### src/hdl/ohlc_bb_pkg.sv
// ----------------------------------------------------------------------------
// ohlc_bb_pkg
// Shared types and constants of the one-second OHLC bar builder.
// ----------------------------------------------------------------------------
package ohlc_bb_pkg;

  // Field widths
  localparam int TIME_W  = 32;
  localparam int PRICE_W = 32;

  // Gap-fill cap: default, and the width of the fill count (62 fits in 6 bits)
  localparam int MAX_FILL_BARS_DEF = 62;
  localparam int FILL_CNT_W        = 6;

  // Depth of the job queue between front and back
  localparam int JOB_QUEUE_DEPTH = 2;

  // Input command codes
  typedef enum logic {
    CMD_TRADE   = 1'b0,
    CMD_TIMEOUT = 1'b1
  } command_t;

  // Result bar kinds
  typedef enum logic [1:0] {
    KIND_TRADE   = 2'd0,
    KIND_FILL    = 2'd1,
    KIND_TIMEOUT = 2'd2
  } bar_kind_t;

  // Work handed from front to back: an optional closed bar, then a fill run
  typedef struct packed {
    logic                    has_bar;
    bar_kind_t               bar_kind;
    logic [TIME_W-1:0]       bar_time;
    logic [PRICE_W-1:0]      open_price;
    logic [PRICE_W-1:0]      high_price;
    logic [PRICE_W-1:0]      low_price;
    logic [PRICE_W-1:0]      close_price;
    logic [FILL_CNT_W-1:0]   fill_cnt;
    logic [TIME_W-1:0]       fill_time;
    logic [PRICE_W-1:0]      fill_price;
    logic                    fill_truncated;
  } job_t;

  // One result beat
  typedef struct packed {
    bar_kind_t               bar_kind;
    logic [TIME_W-1:0]       bar_time;
    logic [PRICE_W-1:0]      open_price;
    logic [PRICE_W-1:0]      high_price;
    logic [PRICE_W-1:0]      low_price;
    logic [PRICE_W-1:0]      close_price;
    logic                    fill_truncated;
    logic                    last_of_run;
  } result_t;

endpackage

### src/hdl/ohlc_bb_front.sv
// ----------------------------------------------------------------------------
// ohlc_bb_front
// Holds the open bar, classifies each beat and issues one job per beat that
// yields results.
// ----------------------------------------------------------------------------
module ohlc_bb_front #(
  parameter int MaxFillBars = ohlc_bb_pkg::MAX_FILL_BARS_DEF
) (
  input  logic                             clk,
  input  logic                             rst,
  input  logic                             in_valid,
  input  ohlc_bb_pkg::command_t            command,
  input  logic [ohlc_bb_pkg::TIME_W-1:0]   trade_time,
  input  logic [ohlc_bb_pkg::PRICE_W-1:0]  trade_price,
  output logic                             job_push,
  output ohlc_bb_pkg::job_t                job
);

  localparam int TW = ohlc_bb_pkg::TIME_W;
  localparam int PW = ohlc_bb_pkg::PRICE_W;
  localparam int CW = ohlc_bb_pkg::FILL_CNT_W;

  logic          bar_is_open, bar_is_open_next;
  logic [TW-1:0] bar_start_time, bar_start_time_next;
  logic [PW-1:0] bar_open_price, bar_open_price_next;
  logic [PW-1:0] bar_high_price, bar_high_price_next;
  logic [PW-1:0] bar_low_price, bar_low_price_next;
  logic [PW-1:0] bar_close_price, bar_close_price_next;

  logic [TW:0]   diff;
  logic          gap_gt1;
  logic          trunc;

  // Signed gap from the bar start: negative when the top bit is set
  assign diff    = {1'b0, trade_time} - {1'b0, bar_start_time};
  assign gap_gt1 = !diff[TW] && (diff[TW-1:0] > TW'(1));
  assign trunc   = gap_gt1 && (diff[TW-1:0] > TW'(MaxFillBars + 1));

  // Classify the beat and build the job
  always_comb begin
    bar_is_open_next     = bar_is_open;
    bar_start_time_next  = bar_start_time;
    bar_open_price_next  = bar_open_price;
    bar_high_price_next  = bar_high_price;
    bar_low_price_next   = bar_low_price;
    bar_close_price_next = bar_close_price;
    job_push             = 1'b0;

    job.has_bar        = bar_is_open;
    job.bar_kind       = ohlc_bb_pkg::KIND_TRADE;
    job.bar_time       = bar_start_time;
    job.open_price     = bar_open_price;
    job.high_price     = bar_high_price;
    job.low_price      = bar_low_price;
    job.close_price    = bar_close_price;
    job.fill_cnt       = '0;
    job.fill_time      = bar_start_time + TW'(1);
    job.fill_price     = bar_close_price;
    job.fill_truncated = trunc;

    if (in_valid) begin
      unique case (command)
        ohlc_bb_pkg::CMD_TIMEOUT: begin
          // Close the open bar as history-only
          job.bar_kind     = ohlc_bb_pkg::KIND_TIMEOUT;
          job_push         = bar_is_open;
          bar_is_open_next = 1'b0;
        end
        ohlc_bb_pkg::CMD_TRADE: begin
          if (bar_is_open && !gap_gt1) begin
            // Update the open bar
            bar_close_price_next = trade_price;
            if (trade_price < bar_low_price) begin
              bar_low_price_next = trade_price;
            end
            if (trade_price > bar_high_price) begin
              bar_high_price_next = trade_price;
            end
          end else begin
            // Emit the open bar and any gap fill, then open a new bar
            if (gap_gt1) begin
              job.fill_cnt = trunc ? CW'(MaxFillBars) : (diff[CW-1:0] - CW'(1));
            end
            job_push             = bar_is_open || gap_gt1;
            bar_is_open_next     = 1'b1;
            bar_start_time_next  = trade_time;
            bar_open_price_next  = trade_price;
            bar_high_price_next  = trade_price;
            bar_low_price_next   = trade_price;
            bar_close_price_next = trade_price;
          end
        end
        default: begin
          job_push = 1'b0;
        end
      endcase
    end
  end

  // Hold the bar state
  always_ff @(posedge clk) begin
    if (rst) begin
      bar_is_open     <= 1'b0;
      bar_start_time  <= '0;
      bar_open_price  <= '0;
      bar_high_price  <= '0;
      bar_low_price   <= '0;
      bar_close_price <= '0;
    end else begin
      bar_is_open     <= bar_is_open_next;
      bar_start_time  <= bar_start_time_next;
      bar_open_price  <= bar_open_price_next;
      bar_high_price  <= bar_high_price_next;
      bar_low_price   <= bar_low_price_next;
      bar_close_price <= bar_close_price_next;
    end
  end

  // A job never asks for more flat bars than the cap
  assert property (@(posedge clk) disable iff (rst)
    job_push |-> (job.fill_cnt <= CW'(MaxFillBars)))
    else $error("fill count above cap");

  // Every issued job yields at least one result
  assert property (@(posedge clk) disable iff (rst)
    job_push |-> (job.has_bar || (job.fill_cnt != '0)))
    else $error("empty job issued");

endmodule

### src/hdl/ohlc_bb_queue.sv
// ----------------------------------------------------------------------------
// ohlc_bb_queue
// Short first-in first-out queue of jobs between front and back.
// ----------------------------------------------------------------------------
module ohlc_bb_queue #(
  parameter int Depth = ohlc_bb_pkg::JOB_QUEUE_DEPTH
) (
  input  logic              clk,
  input  logic              rst,
  input  logic              wr_en,
  input  ohlc_bb_pkg::job_t wr_job,
  output logic              q_full,
  input  logic              rd_en,
  output logic              rd_valid,
  output ohlc_bb_pkg::job_t rd_job
);

  localparam int PtrW = (Depth > 1) ? $clog2(Depth) : 1;
  localparam int CntW = $clog2(Depth + 1);

  ohlc_bb_pkg::job_t slots [Depth];
  logic [PtrW-1:0]   wr_ptr;
  logic [PtrW-1:0]   rd_ptr;
  logic [CntW-1:0]   count;

  assign q_full   = (count == CntW'(Depth));
  assign rd_valid = (count != '0);
  assign rd_job   = slots[rd_ptr];

  // Store a job
  always_ff @(posedge clk) begin
    if (wr_en) begin
      slots[wr_ptr] <= wr_job;
    end
  end

  // Advance pointers and the fill level
  always_ff @(posedge clk) begin
    if (rst) begin
      wr_ptr <= '0;
      rd_ptr <= '0;
      count  <= '0;
    end else begin
      if (wr_en) begin
        wr_ptr <= (wr_ptr == PtrW'(Depth - 1)) ? '0 : wr_ptr + PtrW'(1);
      end
      if (rd_en) begin
        rd_ptr <= (rd_ptr == PtrW'(Depth - 1)) ? '0 : rd_ptr + PtrW'(1);
      end
      unique case ({wr_en, rd_en})
        2'b10:   count <= count + CntW'(1);
        2'b01:   count <= count - CntW'(1);
        default: count <= count;
      endcase
    end
  end

  // Never write a full queue nor read an empty one
  assert property (@(posedge clk) disable iff (rst)
    !(wr_en && q_full) && !(rd_en && !rd_valid))
    else $error("job queue overrun or underrun");

endmodule

### src/hdl/ohlc_bb_back.sv
// ----------------------------------------------------------------------------
// ohlc_bb_back
// Expands jobs into registered result beats, one per cycle unless stalled.
// ----------------------------------------------------------------------------
module ohlc_bb_back (
  input  logic                 clk,
  input  logic                 rst,
  input  logic                 q_valid,
  input  ohlc_bb_pkg::job_t    q_job,
  output logic                 q_pop,
  output logic                 out_valid,
  output ohlc_bb_pkg::result_t out_res,
  input  logic                 out_pop
);

  localparam int TW = ohlc_bb_pkg::TIME_W;
  localparam int CW = ohlc_bb_pkg::FILL_CNT_W;

  ohlc_bb_pkg::job_t    cur;
  logic                 active;
  logic                 bar_pending;
  logic                 advance;
  logic                 emit_last;
  ohlc_bb_pkg::result_t res;

  assign advance   = active && (!out_valid || out_pop);
  assign emit_last = bar_pending ? (cur.fill_cnt == '0) : (cur.fill_cnt == CW'(1));
  assign q_pop     = q_valid && (!active || (advance && emit_last));

  // Form the next result beat
  always_comb begin
    if (bar_pending) begin
      res.bar_kind       = cur.bar_kind;
      res.bar_time       = cur.bar_time;
      res.open_price     = cur.open_price;
      res.high_price     = cur.high_price;
      res.low_price      = cur.low_price;
      res.close_price    = cur.close_price;
      res.fill_truncated = 1'b0;
    end else begin
      res.bar_kind       = ohlc_bb_pkg::KIND_FILL;
      res.bar_time       = cur.fill_time;
      res.open_price     = cur.fill_price;
      res.high_price     = cur.fill_price;
      res.low_price      = cur.fill_price;
      res.close_price    = cur.fill_price;
      res.fill_truncated = cur.fill_truncated;
    end
    res.last_of_run = emit_last;
  end

  // Control: job activity, pending bar, output occupancy
  always_ff @(posedge clk) begin
    if (rst) begin
      active      <= 1'b0;
      bar_pending <= 1'b0;
      out_valid   <= 1'b0;
    end else begin
      if (out_pop && out_valid) begin
        out_valid <= 1'b0;
      end
      if (advance) begin
        out_valid   <= 1'b1;
        bar_pending <= 1'b0;
        if (emit_last) begin
          active <= 1'b0;
        end
      end
      if (q_pop) begin
        active      <= 1'b1;
        bar_pending <= q_job.has_bar;
      end
    end
  end

  // Payload: current job and output beat
  always_ff @(posedge clk) begin
    if (advance) begin
      out_res <= res;
      if (!bar_pending) begin
        cur.fill_cnt  <= cur.fill_cnt - CW'(1);
        cur.fill_time <= cur.fill_time + TW'(1);
      end
    end
    if (q_pop) begin
      cur <= q_job;
    end
  end

  // An active job always has a beat left to emit
  assert property (@(posedge clk) disable iff (rst)
    active |-> (bar_pending || (cur.fill_cnt != '0)))
    else $error("active job with nothing left");

  // Truncation is only flagged on flat gap-fill bars
  assert property (@(posedge clk) disable iff (rst)
    (out_valid && out_res.fill_truncated) |-> (out_res.bar_kind == ohlc_bb_pkg::KIND_FILL))
    else $error("truncation flag on non-fill bar");

endmodule

### src/hdl/ohlc_bar_builder_gap_fill_top.sv
// ----------------------------------------------------------------------------
// ohlc_bar_builder_gap_fill_top
// One-second OHLC bar builder with capped flat gap-fill bars.
// ----------------------------------------------------------------------------
// Path: a beat's first result reaches the result ports through the job queue,
//   the back's job register and the output register.
// Throughput: one input beat per cycle while the job queue has room; the back
//   emits one result per cycle while results are popped, so a job of up to
//   MaxFillBars + 1 results holds it while the 2-entry queue fills to full.
// Reset: synchronous rst clears the bar state, the job queue and the out reg.
module ohlc_bar_builder_gap_fill_top #(
  parameter int MaxFillBars = ohlc_bb_pkg::MAX_FILL_BARS_DEF
) (
  input  logic                             clk,
  input  logic                             rst,
  input  logic                             push,
  output logic                             full,
  input  logic                             command,
  input  logic [ohlc_bb_pkg::TIME_W-1:0]   trade_time,
  input  logic [ohlc_bb_pkg::PRICE_W-1:0]  trade_price,
  output logic                             empty,
  input  logic                             pop,
  output logic [1:0]                       bar_kind,
  output logic [ohlc_bb_pkg::TIME_W-1:0]   bar_time,
  output logic [ohlc_bb_pkg::PRICE_W-1:0]  open_price,
  output logic [ohlc_bb_pkg::PRICE_W-1:0]  high_price,
  output logic [ohlc_bb_pkg::PRICE_W-1:0]  low_price,
  output logic [ohlc_bb_pkg::PRICE_W-1:0]  close_price,
  output logic                             fill_truncated,
  output logic                             last_of_run
);

  logic                 in_valid;
  logic                 job_push;
  ohlc_bb_pkg::job_t    job;
  logic                 q_full;
  logic                 q_pop;
  logic                 q_valid;
  ohlc_bb_pkg::job_t    q_job;
  logic                 out_valid;
  ohlc_bb_pkg::result_t out_res;

  // Accept a beat only while the job queue has room
  assign full     = q_full;
  assign in_valid = push && !q_full;

  ohlc_bb_front #(
    .MaxFillBars (MaxFillBars)
  ) u_front (
    .clk         (clk),
    .rst         (rst),
    .in_valid    (in_valid),
    .command     (ohlc_bb_pkg::command_t'(command)),
    .trade_time  (trade_time),
    .trade_price (trade_price),
    .job_push    (job_push),
    .job         (job)
  );

  ohlc_bb_queue #(
    .Depth (ohlc_bb_pkg::JOB_QUEUE_DEPTH)
  ) u_queue (
    .clk      (clk),
    .rst      (rst),
    .wr_en    (job_push),
    .wr_job   (job),
    .q_full   (q_full),
    .rd_en    (q_pop),
    .rd_valid (q_valid),
    .rd_job   (q_job)
  );

  ohlc_bb_back u_back (
    .clk       (clk),
    .rst       (rst),
    .q_valid   (q_valid),
    .q_job     (q_job),
    .q_pop     (q_pop),
    .out_valid (out_valid),
    .out_res   (out_res),
    .out_pop   (pop)
  );

  // Drive the result ports from the output register
  assign empty          = !out_valid;
  assign bar_kind       = out_res.bar_kind;
  assign bar_time       = out_res.bar_time;
  assign open_price     = out_res.open_price;
  assign high_price     = out_res.high_price;
  assign low_price      = out_res.low_price;
  assign close_price    = out_res.close_price;
  assign fill_truncated = out_res.fill_truncated;
  assign last_of_run    = out_res.last_of_run;

endmodule

### config.mk
export PLATFORM = sky130hd
export DESIGN_NAME = ohlc_bar_builder_gap_fill_top
export DESIGN_NICKNAME = d
export VERILOG_FILES = /design/src/hdl/ohlc_bb_pkg.sv /design/src/hdl/ohlc_bb_front.sv /design/src/hdl/ohlc_bb_queue.sv /design/src/hdl/ohlc_bb_back.sv /design/src/hdl/ohlc_bar_builder_gap_fill_top.sv
export SDC_FILE = /design/constraint.sdc
export NUM_CORES = 1
export LEC_CHECK = 0
export ABC_AREA = 0
export ABC_CLOCK_PERIOD_IN_PS = 18100
export BUFFER_PORTS_ARGS = -buffer_cell sky130_fd_sc_hd__buf_2
export CAP_MARGIN = 20
export CORE_MARGIN = 8
export CORE_UTILIZATION = 45
export DETAILED_ROUTE_END_ITERATION = 10
export GPL_TIMING_DRIVEN = 0
export PLACE_DENSITY_LB_ADDON = 0.25
export SETUP_SLACK_MARGIN = 0.3
export SYNTH_ARGS = -nofsm -noshare
export SYNTH_HDL_FRONTEND = slang
export SYNTH_HIERARCHICAL = 1
export SYNTH_SLANG_ARGS = --single-unit
### constraint.sdc
create_clock -name clk -period 18.1 [get_ports clk]
set_clock_uncertainty 0.2 [all_clocks]
set_input_delay 0.905 -clock clk [delete_from_list [all_inputs] [get_ports clk]]
set_output_delay 0.905 -clock clk [all_outputs]
set_load 0.1 [all_outputs]
==> results of run 1 <==
[routing by layer]
metal	GRT usage	vias up	share of wire
li1	-	11917	-
met1	0.262	12384	0.45
met2	0.304	678	0.46
met3	0.0370	142	0.063
met4	0.0501	8	0.024
met5	0	-	0.00040
[placed cells by master, fill, tap and decap left out, drive strengths merged, types with 57 or more instances in the layout]
cell	instances
mux2i	131
buf	340
nand2	425
dfxtp	169
o21ai	57
clkbuf	211
nand2b	235
ha	103
inv	118
nor2	72
edfxtp	865
a21oi	101
mux2	263
[area by class of cell]
class | instances | share of cell area
clock buffer | 142 | 0.0575
antenna | 10 | 0.000493
multi-input combinational | 1772 | 0.260
tap | 1276 | 0.0315
sequential | 1034 | 0.579
inverter | 115 | 0.00866
clock inverter | 56 | 0.0114
timing repair buffer | 252 | 0.0313
buffer | 157 | 0.0209
[critical path, cell delays in order (launching register included)]
cell and delay [ps]:
dfxtp_1 470, inv_1 140, ha_1 380, o211ai_1 100, a21oi_1 240, o21ai_1 240
o31ai_1 720, mux2_1 380, nor4_1 330, nand4_1 190, or4b_4 520, buf_6 160
nand2_1 260, nand2_1 160, and2_4 360, buf_16 290, buf_16 240
[where the power goes]
group	internal [W]	switching (W)	total [W]	leakage, nW
Clock	0.00125	0.000906	0.00216	1.71
Combinational	0.000752	0.00224	0.00299	7.34
Sequential	0.00344	0.000239	0.00368	9.47
[flip-flops by register name, summed over array words and instances, names as in the netlist, 2 cells and up, named ones only]
register	count
u_front/bar_low_price	32
u_queue/slots	468
u_back/out_res	164
u_front/bar_close_price	32
u_queue/count	2
u_back/cur	233
u_front/bar_open_price	32
u_front/bar_high_price	32
u_front/bar_start_time	32
[cells by family (layout without fill, tap and decap cells)]
kind of cell,after synthesis,count (layout),share of synthesized area
buffers and inverters,272,722,0.0338
AOI/OAI and AO/OA,293,293,0.0430
and+or+nand+nor,917,917,0.103
adders and majority gates,104,104,0.0298
other,1,11,0.0000852
DFF,1034,1034,0.667
muxes,394,394,0.111
xor gates and xnor gates,63,63,0.0125
[metrics by stage]
stage               power (W)  setup slack (ps)  std cells
floorplan             0.00601              3740       3078
global placement      0.00685             -4100       4588
detailed placement    0.00673             11850       4606
CTS                   0.00891             12300       4804
global route          0.00920             12010       4804
finish                0.00883             12340       4814
[how the worst max path moves through the flow]
| stage | to | startpoint | cells after the start |
|---|---|---|---|
| floorplan | u_queue/slots[0][0]$_DFFE_PP_ | trade_time[0] | 15 |
| global placement | u_queue/slots[0][12]$_DFFE_PP_ | trade_time[0] | 16 |
| detailed placement | u_queue/slots[0][84]$_DFFE_PP_ | trade_time[0] | 18 |
| CTS | u_queue/slots[1][196]$_DFFE_PP_ | u_front/bar_start_time[4]$_SDFFE_PP0P_ | 16 |
| global route | u_queue/slots[1][84]$_DFFE_PP_ | u_front/bar_start_time[4]$_SDFFE_PP0P_ | 16 |
| finish | u_queue/slots[1][84]$_DFFE_PP_ | u_front/bar_start_time[4]$_SDFFE_PP0P_ | 16 |
==> results.rst, run 1 <==
.. list-table::
   :header-rows: 1

   * - Metric
     - Value
   * - Outcome
     - finished, final reports clean
   * - Proportion of layout cells with a drive suffix above 1
     - 0.224
   * - Clock tree root buffer cell
     - clkbuf_16
   * - Filler instances
     - 8096
   * - Post-DR wirelength/cell
     - 21.7 µm
   * - Hpwl dp
     - 74100 µm
   * - Buffers on Ports
     - 234
   * - Area occupied by multi-input gates
     - 0.0132 mm²
   * - DRC marker count from the first detailed-route iteration
     - 1979
   * - Count of mapped cells out of synthesis
     - 3078
   * - Async SR Flop Fraction
     - 0
   * - Worst flop-to-flop path endpoint
     - u_queue/slots[1][84]$_DFFE_PP_
   * - Worst-path clk slew
     - 60 ps
   * - Worst-case register-to-register setup slack
     - 12340 ps
   * - Critical path fanouts, max
     - 56
   * - Total of warnings raised by yosys
     - 6
   * - CTS tree
     - done
   * - Die Span Y
     - 329 µm
   * - Layout-stage area growth over the synthesis result
     - 15.3%
   * - Seq cells post-synth
     - 1034
   * - Number of global-route vias before repair
     - 24837
   * - Yosys top cell by area
     - edfxtp_1
   * - Core Util, Final
     - 0.524
   * - Post-route cell area
     - 0.0507 mm²
   * - Worst Hold Slack
     - 256 ps
   * - Synth unique cells
     - 80
   * - Max Freq
     - 0.174 GHz
   * - Reported leakage power
     - 18.5 nW
   * - Number of cells on the worst reg-to-reg path
     - 16
   * - Post-place instance area
     - 0.0472 mm²
   * - Number of cells upsized or downsized after cts
     - 0
   * - Synth Net Count
     - 3251
   * - Number of synthesized flops with an enable pin
     - 865
   * - Pin count of the biggest net entering global routing
     - 103
   * - Accumulated negative setup slack
     - 0 ps
   * - Max IR drop VDD
     - 116 µV
   * - Maximum number of buffers from clock root to sink
     - 3
   * - Sequential-to-total area share from yosys stat
     - 0.667
   * - Worst slew margin relative to its limit
     - 0.257
   * - Slew at the pin closest to its max-slew limit
     - 1100 ps
   * - Number of maximum-capacitance violations
     - 0
   * - Detailed-route via count
     - 25129
   * - Hold Fails Final Rpt
     - 0
   * - Most numerous cell types in the synthesized netlist
     - edfxtp_1, nand2_1, nand2b_1
   * - Arr. time, crit path
     - 5940 ps
   * - Cell count of the worst hold path
     - 0
   * - Count of pins on the block boundary
     - 235
   * - Total of endpoints with negative setup slack in the final report
     - 0
   * - Minimum period implied by the final worst setup slack
     - 5760 ps
   * - Final Max Slew Viols
     - 0
   * - Post-CTS setup buffer count
     - 0
   * - Via-to-Cell Ratio
     - 5.22
   * - Register Area
     - 0.0294 mm²
   * - Die Wd
     - 329 µm
   * - Biggest area contributors in the synthesized netlist
     - edfxtp_1, dfxtp_1, mux2_4, nand2_1, nand2b_1
   * - Combined global-route utilization of all metal layers
     - 0.189
   * - Overall die area
     - 0.108 mm²
   * - Number of levels in the clock H-tree
     - 3
   * - Kind of end point of the critical path
     - register
   * - Global placer's final weighted congestion
     - 0.882
   * - Classification of the worst setup path
     - reg -> reg
   * - Wire length after detailed routing
     - 105000 µm
   * - Power Density
     - 174 mW/mm²
   * - Average cell area after synthesis
     - 14.3 µm²
   * - Core Rows
     - 114
   * - Synth top area share
     - 0.590
   * - Period Utilization, post-route
     - 0.318
   * - Grt total ovfl
     - 0
   * - Total DRC errors in the routed layout
     - 0
   * - Nets
     - 3609
   * - RSZ-0062 raised after global routing
     - no
   * - Core area
     - 0.0969 mm²
   * - Launch instance of the worst min-delay path
     - u_front/bar_open_price[9]$_SDFFE_PP0P_
   * - Initial antenna violation count
     - 15
   * - Worst hold path type
     - reg -> reg
   * - Required time of the worst setup path
     - 18280 ps
   * - Most repeated cell in the gate-level netlist after synthesis
     - edfxtp_1
   * - Iteration count of the initial detailed-routing pass
     - 8
   * - Skew-Pair Late Insertion Delay
     - 680 ps
   * - Startpoint type of the worst setup path
     - register
   * - Reg2Reg Launch Point
     - u_front/bar_start_time[4]$_SDFFE_PP0P_
   * - Residual antenna-violating net count after detailed routing
     - 0
   * - Most common flop cell mapped by yosys
     - edfxtp_1
   * - Hold-fix buffers, CTS
     - 0
   * - Post-Syn Area
     - 0.0440 mm²
   * - WHS Endpoint
     - u_queue/slots[0][176]$_DFFE_PP_
   * - Wire length of the first global-routing pass
     - 155000 µm
   * - Starting density of the core
     - 0.454
   * - CTS sink count
     - 1034
   * - Number of CTS-inserted buffers
     - 104
Note: power is estimated with default switching activity, not from simulation.
==> inputs of run 2 (changes only) <==
Settings changed: ABC_AREA 0 to 1, ABC_CLOCK_PERIOD_IN_PS 18100 to 4800.
Clock period 18.1 ns to 4.8 ns, I/O delays scaled along.
==> results.rst, run 2 <==
.. list-table::
   :header-rows: 1

   * - Metric
     - Value
   * - Hold Fails Final Rpt
     - 0
   * - Pin count of the biggest net entering global routing
     - 98
   * - Minimum period implied by the final worst setup slack
     - 4270 ps
   * - Wire length after detailed routing
     - 115000 µm
   * - Total of endpoints with negative setup slack in the final report
     - 0
   * - Count of mapped cells out of synthesis
     - 3780
   * - Sequential cell fraction of total power
     - 0.388
   * - Reported leakage power
     - 21.5 nW
   * - Worst slew margin relative to its limit
     - 0.286
   * - Slew at the pin closest to its max-slew limit
     - 1070 ps
   * - DRC marker count from the first detailed-route iteration
     - 2522
   * - Async SR Flop Fraction
     - 0
   * - Total DRC errors in the routed layout
     - 0
   * - Number of buffer and inverter instances along the worst setup path
     - 9
   * - Die Wd
     - 330 µm
   * - Most numerous cell types in the synthesized netlist
     - nand2_1, edfxtp_1, inv_1
   * - Critical path origin
     - u_front/bar_start_time[0]$_SDFFE_PP0P_
   * - Arr. time, crit path
     - 4430 ps
   * - Number of synthesized flops with an enable pin
     - 865
   * - Wire length of the first global-routing pass
     - 170000 µm
   * - Crit path setup slack, layout
     - 526 ps
   * - Leading cell types in the layout, fill and taps excluded
     - nand2_1, edfxtp_1, inv_1
   * - Synth unique cells
     - 44
   * - Yosys top cell by area
     - edfxtp_1
   * - Placement Setup Slack
     - -494 ps
   * - Post-place instance area
     - 0.0482 mm²
   * - Number of maximum-capacitance violations
     - 0
   * - Count of pins on the block boundary
     - 235
   * - Worst Hold Slack
     - 211 ps
   * - Outcome
     - finished, final reports clean
   * - Number of CTS-inserted buffers
     - 105
   * - Most common flop cell mapped by yosys
     - edfxtp_1
   * - Maximum number of buffers from clock root to sink
     - 3
   * - Global placer's final weighted congestion
     - 0.881
   * - Worst-path clk slew
     - 60 ps
   * - Detailed-route via count
     - 28729
   * - Starting density of the core
     - 0.453
   * - Crit path max-delay cell type
     - fa_2
   * - Launch instance of the worst min-delay path
     - trade_time[19]
   * - Clock tree root buffer cell
     - clkbuf_16
   * - Proportion of power drawn by combinational gates
     - 0.385
   * - Core Rows
     - 115
   * - CTS tree
     - done
   * - Most common library cell in the layout ignoring fill and taps
     - nand2_1
   * - Combined global-route utilization of all metal layers
     - 0.205
   * - Biggest area contributors in the synthesized netlist
     - edfxtp_1, nand2_1, dfxtp_1, mux2_4, inv_1
   * - Worst hold path type
     - in -> reg
   * - Number of global-route vias before repair
     - 27941
   * - Grt total ovfl
     - 0
   * - Accumulated negative setup slack
     - 0 ps
   * - Average cell area after synthesis
     - 11.8 µm²
   * - Biggest regs
     - u_queue/slots (468), u_back/cur (233), u_back/out_res (164)
   * - Nets
     - 4406
   * - Worst-case register-to-register setup slack
     - 530 ps
   * - Proportion of layout cells with a drive suffix above 1
     - 0.203
   * - Total of warnings raised by yosys
     - 6
   * - Register with the highest flop count
     - u_queue/slots
   * - Switching part of the total
     - 0.407
   * - Core area
     - 0.0981 mm²
   * - Required time of the worst setup path
     - 4960 ps
   * - Hpwl dp
     - 82300 µm
   * - Iteration count of the initial detailed-routing pass
     - 5
   * - Post-DR wirelength/cell
     - 20.6 µm
   * - Classification of the worst setup path
     - reg -> reg
   * - Overall die area
     - 0.109 mm²
   * - Most repeated library cell on the critical path
     - buf_12
   * - Via-to-Cell Ratio
     - 5.12
   * - Slowest cell delay on critical path
     - 440 ps
   * - Synth Net Count
     - 3953
   * - Power Internal
     - 0.0216 W
   * - Most repeated cell in the gate-level netlist after synthesis
     - nand2_1
   * - Period Utilization, post-route
     - 0.890
   * - Max IR drop VDD
     - 551 µV
   * - Seq cells post-synth
     - 1034
   * - Max Freq
     - 0.234 GHz
   * - Kind of end point of the critical path
     - register
   * - Buffers on Ports
     - 234
   * - Residual antenna-violating net count after detailed routing
     - 0
   * - Critical path fanouts, max
     - 37
   * - Clock power frac
     - 0.227
   * - Number of flip-flops under the largest register name
     - 468
   * - RSZ-0062 raised after global routing
     - no
   * - Startpoint type of the worst setup path
     - register
   * - Die Span Y
     - 330 µm
   * - Final Max Slew Viols
     - 0
   * - Chain of cells forming the critical path
     - ha_4 -> fa_2 -> buf_4 -> xnor2_1 -> inv_1 -> o21ai_0 -> nor3_1 -> nand2_1 -> nor2_1 -> nand3_1 -> nand2_2 -> buf_12 -> buf_12 -> buf_12 -> o21ai_4 -> nand2_4 -> clkinvlp_4 -> buf_12 -> buf_16 -> buf_12
   * - Synth top area share
     - 0.584
   * - Net switching power figure
     - 0.0148 W
   * - Top cell family by delay on the critical path
     - buffers and inverters
   * - Skew-Pair Late Insertion Delay
     - 700 ps
   * - Sequential-to-total area share from yosys stat
     - 0.660
   * - Reg2Reg Launch Point
     - u_front/bar_start_time[0]$_SDFFE_PP0P_
   * - Initial antenna violation count
     - 6
   * - Power Density
     - 690 mW/mm²
   * - Post-Syn Area
     - 0.0445 mm²
   * - Number of levels in the clock H-tree
     - 3
   * - CTS sink count
     - 1034
   * - Layout-stage area growth over the synthesis result
     - 18.7%
   * - Post-route cell area
     - 0.0528 mm²
==> run 2: cell types whose count changed in the layout (fill, tap and decap cells not counted), moves of 36 or more <==
cell,previous run,this run
nor2_1,71,193
a21oi_1,95,149
nand3_1,35,129
nand4_1,34,83
inv_1,112,388
o21ai_0,35,73
xnor2_1,49,8
nand2b_1,235,0
xor2_1,14,50
mux2i_1,131,0
dlygate4sd3_1,0,68
nand2_1,424,1047
==> run 2: timing repair <==
| action | CTS | global route |
|---|---|---|
| pin swaps | 2 | 3 |
| setup endpoints to repair | 319 | 285 |
| hold buffers | 68 | 0 |
| setup buffers | 3 | 13 |
| gates cloned | 1 | 6 |
| gates resized for setup | 5 | 35 |
| hold endpoints to repair | 171 | 0 |
==> run 2: through the flow <==
stage	total power [W]	std cells	utilization
after floorplan	0.0244	3780	-
after global routing	0.0380	5612	0.538
after CTS	0.0365	5592	0.534
after global placement	0.0279	5301	0.486
final	0.0364	5614	0.538
after detailed placement	0.0282	5322	0.491
==> run 2: path summary, 6_finish.rpt <==
| kind | end | depth (start not counted) |
|---|---|---|
| max | u_queue/slots[1][124]$_DFFE_PP_ | 20 |
| min | u_front/bar_start_time[19]$_SDFFE_PP0P_ | 4 |
| max reg2reg | u_queue/slots[1][124]$_DFFE_PP_ | 20 |
| min reg2reg | u_queue/slots[1][171]$_DFFE_PP_ | 0 |
==> run 2: area by class of cell <==
type,count,area (µm²)
buffer,164,1050
sequential,1034,29400
timing repair inverter,1,7.51
clock buffer,137,2790
timing repair buffer,345,2600
clock inverter,61,729
tap,1287,1610
multi-input combinational,2178,13000
antenna,3,7.51
fill,8414,45300
inverter,404,1530
==> run 2: kinds of logic (layout without fill, tap and decap cells) <==
kind of cell    count (synthesis)  after routing  share of synthesized area
mux                           234            234                     0.0727
xor+xnor                       58             58                     0.0114
fa+ha+maj                     104            104                     0.0294
compound gates                249            249                     0.0289
other cells                     1              4                  0.0000843
buf+inv                       568           1112                     0.0571
simple gates                 1532           1532                      0.140
flops                        1034           1034                      0.660
==> run 2: routing by layer <==
metal  share of wire  global-route usage  wire, µm  up-vias
met1            0.45               0.287     51500    13915
met2            0.46               0.332     53500      930
met4           0.026              0.0584      3020        6
met3           0.064              0.0283      7370      170
li1                -                   -         -    13708
met5         0.00029                   0        34        -
==> run 2: power by group through the flow <==
stage / Combinational, W / Clock (W) / Sequential, W
final: 0.0140 / 0.00828 / 0.0141
after global routing: 0.0149 / 0.00878 / 0.0144
after CTS: 0.0140 / 0.00842 / 0.0141
after detailed placement: 0.0139 / 0 / 0.0143
after global placement: 0.0134 / 0 / 0.0145
after floorplan: 0.00589 / 0 / 0.0185
==> run 2: tightest hold or removal path, cell delays in order <==
cell and delay, ps:
dlygate4sd3_1 520, buf_2 160, nand2_1 70, a21oi_1 50
